[config.mk]
export PLATFORM = sky130hd
export DESIGN_NAME = sorted_unique_key_table
export DESIGN_NICKNAME = d
export VERILOG_FILES = /design/src/hw/rtl/sukt_pkg.sv /design/src/hw/rtl/sorted_unique_key_table.sv
export VERILOG_INCLUDE_DIRS = /design/src /design/src/hw/rtl
export SDC_FILE = /design/constraint.sdc
export NUM_CORES = 2
export LEC_CHECK = 0
export BUFFER_PORTS_ARGS = -buffer_cell sky130_fd_sc_hd__buf_2
export CAP_MARGIN = 25
export CORE_MARGIN = 2
export CORE_UTILIZATION = 50
export CTS_BUF_LIST = sky130_fd_sc_hd__clkbuf_16
export DETAILED_ROUTE_END_ITERATION = 10
export GPL_ROUTABILITY_DRIVEN = 0
export PLACE_DENSITY = 0.68
export SYNTH_ARGS = -nofsm -noshare
export SYNTH_HDL_FRONTEND = slang
export SYNTH_SLANG_ARGS = --single-unit
export TNS_END_PERCENT = 1
[constraint.sdc]
create_clock -name clk -period 4.2 [get_ports clk]
set_clock_uncertainty 0.15 [all_clocks]
set_input_delay 0.84 -clock clk [delete_from_list [all_inputs] [get_ports clk]]
set_output_delay 0.84 -clock clk [all_outputs]
set_load 0.03 [all_outputs]
[src/hw/rtl/sorted_unique_key_table_defines.svh]
// Assertion macros for the sorted unique-key table.
`ifndef SORTED_UNIQUE_KEY_TABLE_DEFINES_SVH
`define SORTED_UNIQUE_KEY_TABLE_DEFINES_SVH

// Same-cycle implication, disabled during reset.
`define SUKT_ASSERT_NOW(label, ante, cons) \
    label: assert property (@(posedge clk) disable iff (!rst_n) (ante) |-> (cons)) \
        else $error("sorted_unique_key_table: same-cycle check failed");

// Next-cycle implication, disabled during reset.
`define SUKT_ASSERT_NEXT(label, ante, cons) \
    label: assert property (@(posedge clk) disable iff (!rst_n) (ante) |=> (cons)) \
        else $error("sorted_unique_key_table: next-cycle check failed");

`endif

[src/hw/rtl/sukt_pkg.sv]
// Shared types and constants of the sorted unique-key table.
`timescale 1ns / 1ps

package sukt_pkg;

    localparam int TABLE_DEPTH = 32;
    localparam int IDX_W       = $clog2(TABLE_DEPTH);
    localparam int CNT_W       = IDX_W + 1;
    localparam int KEY_W       = 32;
    localparam int ATTR_W      = 16;
    localparam int OUT_W       = 6;

    typedef enum logic [2:0] {
        ST_INSERTED  = 3'd0,
        ST_DUPLICATE = 3'd1,
        ST_FULL      = 3'd2,
        ST_FOUND     = 3'd3,
        ST_NOT_FOUND = 3'd4
    } status_t;

    typedef enum logic {
        CMD_INSERT = 1'b0,
        CMD_LOOKUP = 1'b1
    } command_t;

    typedef struct packed {
        logic [KEY_W-1:0]  key;
        logic              kind;
        logic [ATTR_W-1:0] attr;
    } entry_t;

    // Count or index value masked or extended to the 6-bit result fields.
    function automatic logic [OUT_W-1:0] out6(input logic [CNT_W-1:0] v);
        logic [CNT_W+OUT_W-1:0] w;
        w = {{OUT_W{1'b0}}, v};
        return w[OUT_W-1:0];
    endfunction

endpackage

[src/hw/rtl/sorted_unique_key_table.sv]
// Lookup: the scan runs up from position 0 and stops at a hit, a larger key or the last entry.
// Insert: scan as above, then each entry from the end down to the insert position is shifted up
// by one, and the new entry is written last.
// One transaction at a time: busy stays high from accept until the done strobe.
// Results are one-cycle strobed and cannot be stalled by the receiver.
// Reset (rst_n low, async) empties the table; entry storage itself is not cleared.
`timescale 1ns / 1ps

`include "sorted_unique_key_table_defines.svh"

module sorted_unique_key_table
    import sukt_pkg::*;
(
    input  logic              clk,
    input  logic              rst_n,
    input  logic              start,
    output logic              busy,
    input  logic              command,
    input  logic [KEY_W-1:0]  part_key,
    input  logic              part_kind,
    input  logic [ATTR_W-1:0] part_attribute,
    output logic              done,
    output logic [2:0]        status,
    output logic [OUT_W-1:0]  position,
    output logic              found_kind,
    output logic [ATTR_W-1:0] found_attribute,
    output logic [OUT_W-1:0]  entry_count
);

    typedef enum logic [2:0] {
        S_IDLE,
        S_SCAN,
        S_MISS,
        S_SHIFT,
        S_WRITE
    } state_t;

    state_t             state_reg, state_next;
    logic [CNT_W-1:0]   count_reg, count_next;
    logic [IDX_W-1:0]   idx_reg, idx_next;
    logic [IDX_W-1:0]   ins_reg, ins_next;
    logic               cmd_reg, cmd_next;
    logic [KEY_W-1:0]   key_reg, key_next;
    logic               kind_reg, kind_next;
    logic [ATTR_W-1:0]  attr_reg, attr_next;
    logic               done_reg, done_next;
    status_t            status_reg, status_next;
    logic [OUT_W-1:0]   position_reg, position_next;
    logic               found_kind_reg, found_kind_next;
    logic [ATTR_W-1:0]  found_attr_reg, found_attr_next;

    // Table memory, one read and one write per cycle
    entry_t             mem [TABLE_DEPTH];
    entry_t             rd_data_reg;
    logic [IDX_W-1:0]   rd_addr;
    logic               wr_en;
    logic [IDX_W-1:0]   wr_addr;
    entry_t             wr_data;

    // Shared compare unit and counters
    logic               key_hit;
    logic               key_above;
    logic               scan_last;
    logic               table_full;
    logic               ins_at_end;
    logic [CNT_W-1:0]   count_m1;

    assign key_hit    = (rd_data_reg.key == key_reg);
    assign key_above  = (rd_data_reg.key > key_reg);
    assign scan_last  = (({1'b0, idx_reg} + CNT_W'(1)) == count_reg);
    assign table_full = (count_reg == CNT_W'(TABLE_DEPTH));
    assign ins_at_end = ({1'b0, ins_reg} == count_reg);
    assign count_m1   = count_reg - CNT_W'(1);

    // Sequencer next-state logic
    always_comb
    begin
        state_next      = state_reg;
        count_next      = count_reg;
        idx_next        = idx_reg;
        ins_next        = ins_reg;
        cmd_next        = cmd_reg;
        key_next        = key_reg;
        kind_next       = kind_reg;
        attr_next       = attr_reg;
        done_next       = 1'b0;
        status_next     = status_reg;
        position_next   = position_reg;
        found_kind_next = found_kind_reg;
        found_attr_next = found_attr_reg;
        rd_addr         = '0;
        wr_en           = 1'b0;
        wr_addr         = '0;
        wr_data         = rd_data_reg;

        case (state_reg)
            S_IDLE:
            begin
                rd_addr = '0;
                if (start)
                begin
                    cmd_next  = command;
                    key_next  = part_key;
                    kind_next = part_kind;
                    attr_next = part_attribute;
                    idx_next  = '0;
                    ins_next  = '0;
                    if (count_reg == '0)
                        state_next = S_MISS;
                    else
                        state_next = S_SCAN;
                end
            end

            S_SCAN:
            begin
                rd_addr = idx_reg + IDX_W'(1);
                if (key_hit)
                begin
                    done_next       = 1'b1;
                    status_next     = (cmd_reg == CMD_LOOKUP) ? ST_FOUND : ST_DUPLICATE;
                    position_next   = out6({1'b0, idx_reg});
                    found_kind_next = rd_data_reg.kind;
                    found_attr_next = rd_data_reg.attr;
                    state_next      = S_IDLE;
                end
                else if (key_above)
                begin
                    ins_next   = idx_reg;
                    state_next = S_MISS;
                end
                else if (scan_last)
                begin
                    // wraps only when the table is full, where it is unused
                    ins_next   = idx_reg + IDX_W'(1);
                    state_next = S_MISS;
                end
                else
                begin
                    idx_next = idx_reg + IDX_W'(1);
                end
            end

            S_MISS:
            begin
                rd_addr = count_m1[IDX_W-1:0];
                if (cmd_reg == CMD_LOOKUP || table_full)
                begin
                    done_next       = 1'b1;
                    status_next     = (cmd_reg == CMD_LOOKUP) ? ST_NOT_FOUND : ST_FULL;
                    position_next   = out6(count_reg);
                    found_kind_next = 1'b0;
                    found_attr_next = '0;
                    state_next      = S_IDLE;
                end
                else if (ins_at_end)
                begin
                    state_next = S_WRITE;
                end
                else
                begin
                    idx_next   = count_m1[IDX_W-1:0];
                    state_next = S_SHIFT;
                end
            end

            // Move entry idx up by one, reading the next lower entry meanwhile
            S_SHIFT:
            begin
                rd_addr = idx_reg - IDX_W'(1);
                wr_en   = 1'b1;
                wr_addr = idx_reg + IDX_W'(1);
                wr_data = rd_data_reg;
                if (idx_reg == ins_reg)
                    state_next = S_WRITE;
                else
                    idx_next = idx_reg - IDX_W'(1);
            end

            S_WRITE:
            begin
                wr_en           = 1'b1;
                wr_addr         = ins_reg;
                wr_data.key     = key_reg;
                wr_data.kind    = kind_reg;
                wr_data.attr    = attr_reg;
                count_next      = count_reg + CNT_W'(1);
                done_next       = 1'b1;
                status_next     = ST_INSERTED;
                position_next   = out6({1'b0, ins_reg});
                found_kind_next = kind_reg;
                found_attr_next = attr_reg;
                state_next      = S_IDLE;
            end

            default:
            begin
                state_next = S_IDLE;
            end
        endcase
    end

    // State and registered outputs
    always_ff @(posedge clk or negedge rst_n)
    begin
        if (!rst_n)
        begin
            state_reg <= S_IDLE;
            count_reg <= '0;
            done_reg  <= 1'b0;
        end
        else
        begin
            state_reg <= state_next;
            count_reg <= count_next;
            done_reg  <= done_next;
        end
    end

    // Transaction payload and result fields, no reset needed
    always_ff @(posedge clk)
    begin
        idx_reg        <= idx_next;
        ins_reg        <= ins_next;
        cmd_reg        <= cmd_next;
        key_reg        <= key_next;
        kind_reg       <= kind_next;
        attr_reg       <= attr_next;
        status_reg     <= status_next;
        position_reg   <= position_next;
        found_kind_reg <= found_kind_next;
        found_attr_reg <= found_attr_next;
    end

    // Table memory port
    always_ff @(posedge clk)
    begin
        if (wr_en)
            mem[wr_addr] <= wr_data;
        rd_data_reg <= mem[rd_addr];
    end

    assign busy            = (state_reg != S_IDLE);
    assign done            = done_reg;
    assign status          = status_reg;
    assign position        = position_reg;
    assign found_kind      = found_kind_reg;
    assign found_attribute = found_attr_reg;
    assign entry_count     = out6(count_reg);

    // Checks
    `SUKT_ASSERT_NOW(a_count_bound, 1'b1, count_reg <= CNT_W'(TABLE_DEPTH))
    `SUKT_ASSERT_NEXT(a_accept_busy, start && !busy, busy)
    `SUKT_ASSERT_NOW(a_insert_count, done_reg && status_reg == ST_INSERTED, count_reg == $past(count_reg) + CNT_W'(1))
    `SUKT_ASSERT_NOW(a_miss_position, done_reg && (status_reg == ST_NOT_FOUND || status_reg == ST_FULL), position_reg == out6(count_reg))

endmodule

==> flow_summary_export.csv <==
group,metric,value,unit
place,dp_hpwl,91000,µm
sta,finalHoldViolations,0,
global_routing,grt_util_all_layers,25.2,%
sta,fin_crit,3840,ps
layout,fin_cells,6840,
critical_path,path_class,"reg -> reg",
clock_tree,cts_made_buffers,167,
layout,final_cell_mix,"edfxtp_1, nand2_1, nand3_1, mux2i_1, and3_1",
power_and_ir_drop,switching_power,26.6,mW
power_and_ir_drop,pwr-share-comb,45.4,%
sta,finalSetupViolations,0,
place,post_dp_cell_area,72800,µm²
synth,netlist_area,68800,µm²
routing,routedWlPerCell,26.0,µm
floorplan,dieHeight,375,µm
clock_tree,clk_pin_slew,60,ps
power_and_ir_drop,peakVddDrop,818,µV
worst_hold_path,min-delay-path-class,"in -> reg",
critical_path,cp.required,4700,ps
synth,yosysTopAreaCell,"edfxtp_1",
critical_path,crit_fanout,27,
routing,first_pass_iters,8,
place,place_inst,6530,
layout,regArea,50900,µm²
synth,synth-main-ff-cell,"edfxtp_1",
synth,ys_seq_elements,1713,
floorplan,num_io_pins,87,
synth,ys_async_sr_fraction,0.584,%
global_routing,grt_max_degree,145,
routing,dr_total_vias,41100,
clock_tree,cts_tree,"yes",
synth,synth_edf_count,1654,
routing,drtIter0Drc,5530,
synth,synth_seq_area_share,74.0,%
global_routing,grt_overflow,0,
routing,wirelength,178000,µm
global_routing,grt_pass1_wl,261000,µm
layout,nFillCells,10400,
sta,max_slew_margin,31.9,%
power_and_ir_drop,p_leak,27.4,nW
synth,syn_area_per_cell,14.4,µm²
critical_path,cp-end-kind,"flop",
sta,fin_tns_setup,0,ps
power_and_ir_drop,power_per_cell_area,875,nW/µm²
layout,layout-drive-gt1-share,13.7,%
floorplan,core-area,137000,µm²
power_and_ir_drop,swShare,39.1,%
clock_tree,post_cts_resized,0,
synth,syn_inst,4775,
layout,largest_register_ffs,1568,
sta,rsz0062_at_grt,"no",
floorplan,die_w,375,µm
power_and_ir_drop,p_int,41.5,mW
power_and_ir_drop,seqPwrFrac,33.8,%
clock_tree,post-cts-setup-buffer-count,0,
layout,final_common_cell,"edfxtp_1",
power_and_ir_drop,p_clk_share,20.7,%
critical_path,cp.arrival,4340,ps
status,outcome,"finished clean",
place,portBuffers,86,
clock_tree,cts.sinks,1713,
synth,synth.top_cell.area_share,72.2,%
routing,drc,0,
clock_tree,ctsHoldBuffers,1,
clock_tree,clk_path_buf_depth,3,
global_routing,antenna_found_initial,1,
routing,drtAntennaViolNets,0,
layout,multiInputGateArea,16600,µm²
clock_tree,clk_latency,800,ps
global_routing,grt_pass1_vias,39300,
synth,syn-num-nets,4864,
sta,fmax,260,MHz
floorplan,dieArea,140000,µm²
clock_tree,h-tree-depth,4,
layout,nets,4995,
critical_path,cp-start-kind,"flop",
power_and_ir_drop,power,68.2,mW
floorplan,initial_core_util,50.2,%
synth,synth_cell_types,56,
layout,final_area,78000,µm²
sta,tightest_slew,1020,ps
sta,final_max_slew_viol_count,0,
layout,area_growth,13.4,%
routing,viasPerCell,6.01,
flow_run,maxCapViolations,0,
synth,synth.area.top_cells,"edfxtp_1, nand2_1, mux2i_1, nand3_1, a311oi_1",
sta,fin_crit_sh,91.4,%
synth,yosysWarningCount,0,
floorplan,rows,136,
clock_tree,clockRootBuffer,"clkbuf_16",
layout,final_util,56.9,%
## cells by family after synthesis
group / Yosys count / share of synthesized area, %
muxes: 394 / 5.91
DFF: 1713 / 74.0
and+or+nand+nor: 1831 / 11.5
xor gates and xnor gates: 33 / 0.420
buffers and inverters: 355 / 2.31
AOI/OAI and AO/OA: 413 / 5.15
adders and majority gates: 36 / 0.655
## stage by stage
step / hold WS, ps / worst slack [ps]
floorplan: 394 / -218
finish: 66.6 / 360
CTS: 16.9 / 422
global route: 37.6 / 164
detailed placement: 474 / 456
global placement: 480 / 493
## routing by layer
metal | GRT usage (%) | vias up | routed length, µm
li1 | - | 18200 | -
met1 | 35.7 | 20600 | 72500
met2 | 39.7 | 2024 | 82800
met3 | 4.41 | 328 | 16900
met4 | 8.38 | 2 | 5730
met5 | 0 | - | 51
## area by class of cell
| type | instances | area share [%] |
|---|---|---|
| Antenna cell | 1 | 0.00321 |
| Clock buffer | 171 | 5.49 |
| Timing Repair Buffer | 273 | 3.70 |
| Inverter | 44 | 0.231 |
| Multi-Input combinational cell | 2707 | 21.3 |
| Clock inverter | 137 | 1.14 |
| Sequential cell | 1713 | 65.3 |
| Tap cell | 1794 | 2.88 |
## cells in the mapped netlist, drive strengths merged, types with 8 or more instances
library cell	n
edfxtp	1654
nand2	1213
nand3	304
mux2i	297
and3	199
clkbuf	161
buf	150
a311oi	147
a31oi	100
mux2	97
o32ai	51
a221oi	49
dfxtp	49
nor2	48
inv	44
ha	36
and2	22
xnor2	22
a21oi	17
o21ai	11
xor2	11
dfrtp	10
nand4	10
nor3	10
a22oi	8
## critical path: stages, from the launching register on
cell and delay [ps]:
dfrtp_1 560, nor2b_1 170, and2_1 210, buf_4 170
a21oi_1 160, ha_1 220, inv_1 70, or3_1 320
xnor2_1 140, a22oi_2 250, buf_12 270, buf_4 360
mux2_2 380, o32ai_1 170, a221oi_2 60
## power groups by stage
| stage | registers [mW] | clock network [mW] | logic (mW) |
|---|---|---|---|
| global route | 23.1 | 14.9 | 33.3 |
| CTS | 23.1 | 14.3 | 30.8 |
| global placement | 23.4 | 0 | 30.2 |
| detailed placement | 23.4 | 0 | 30.6 |
| finish | 23.1 | 14.1 | 31.0 |
| floorplan | 23.3 | 0 | 20.6 |
## final timing paths
check,from,end,slack [ps],cells past startpoint
max in group asynchronous,rst_n,state_reg[0],3400,2
min in group asynchronous,rst_n,done,300,2
worst min-delay path,part_key[28],key_reg[28],70,1
worst max register to register,state_reg[2],rd_data_reg[42],360,14
worst max-delay path,state_reg[2],rd_data_reg[42],360,14
worst min register to register,cmd_reg,status[2],500,1
No activity file was read; power rests on OpenSTA's default activity.
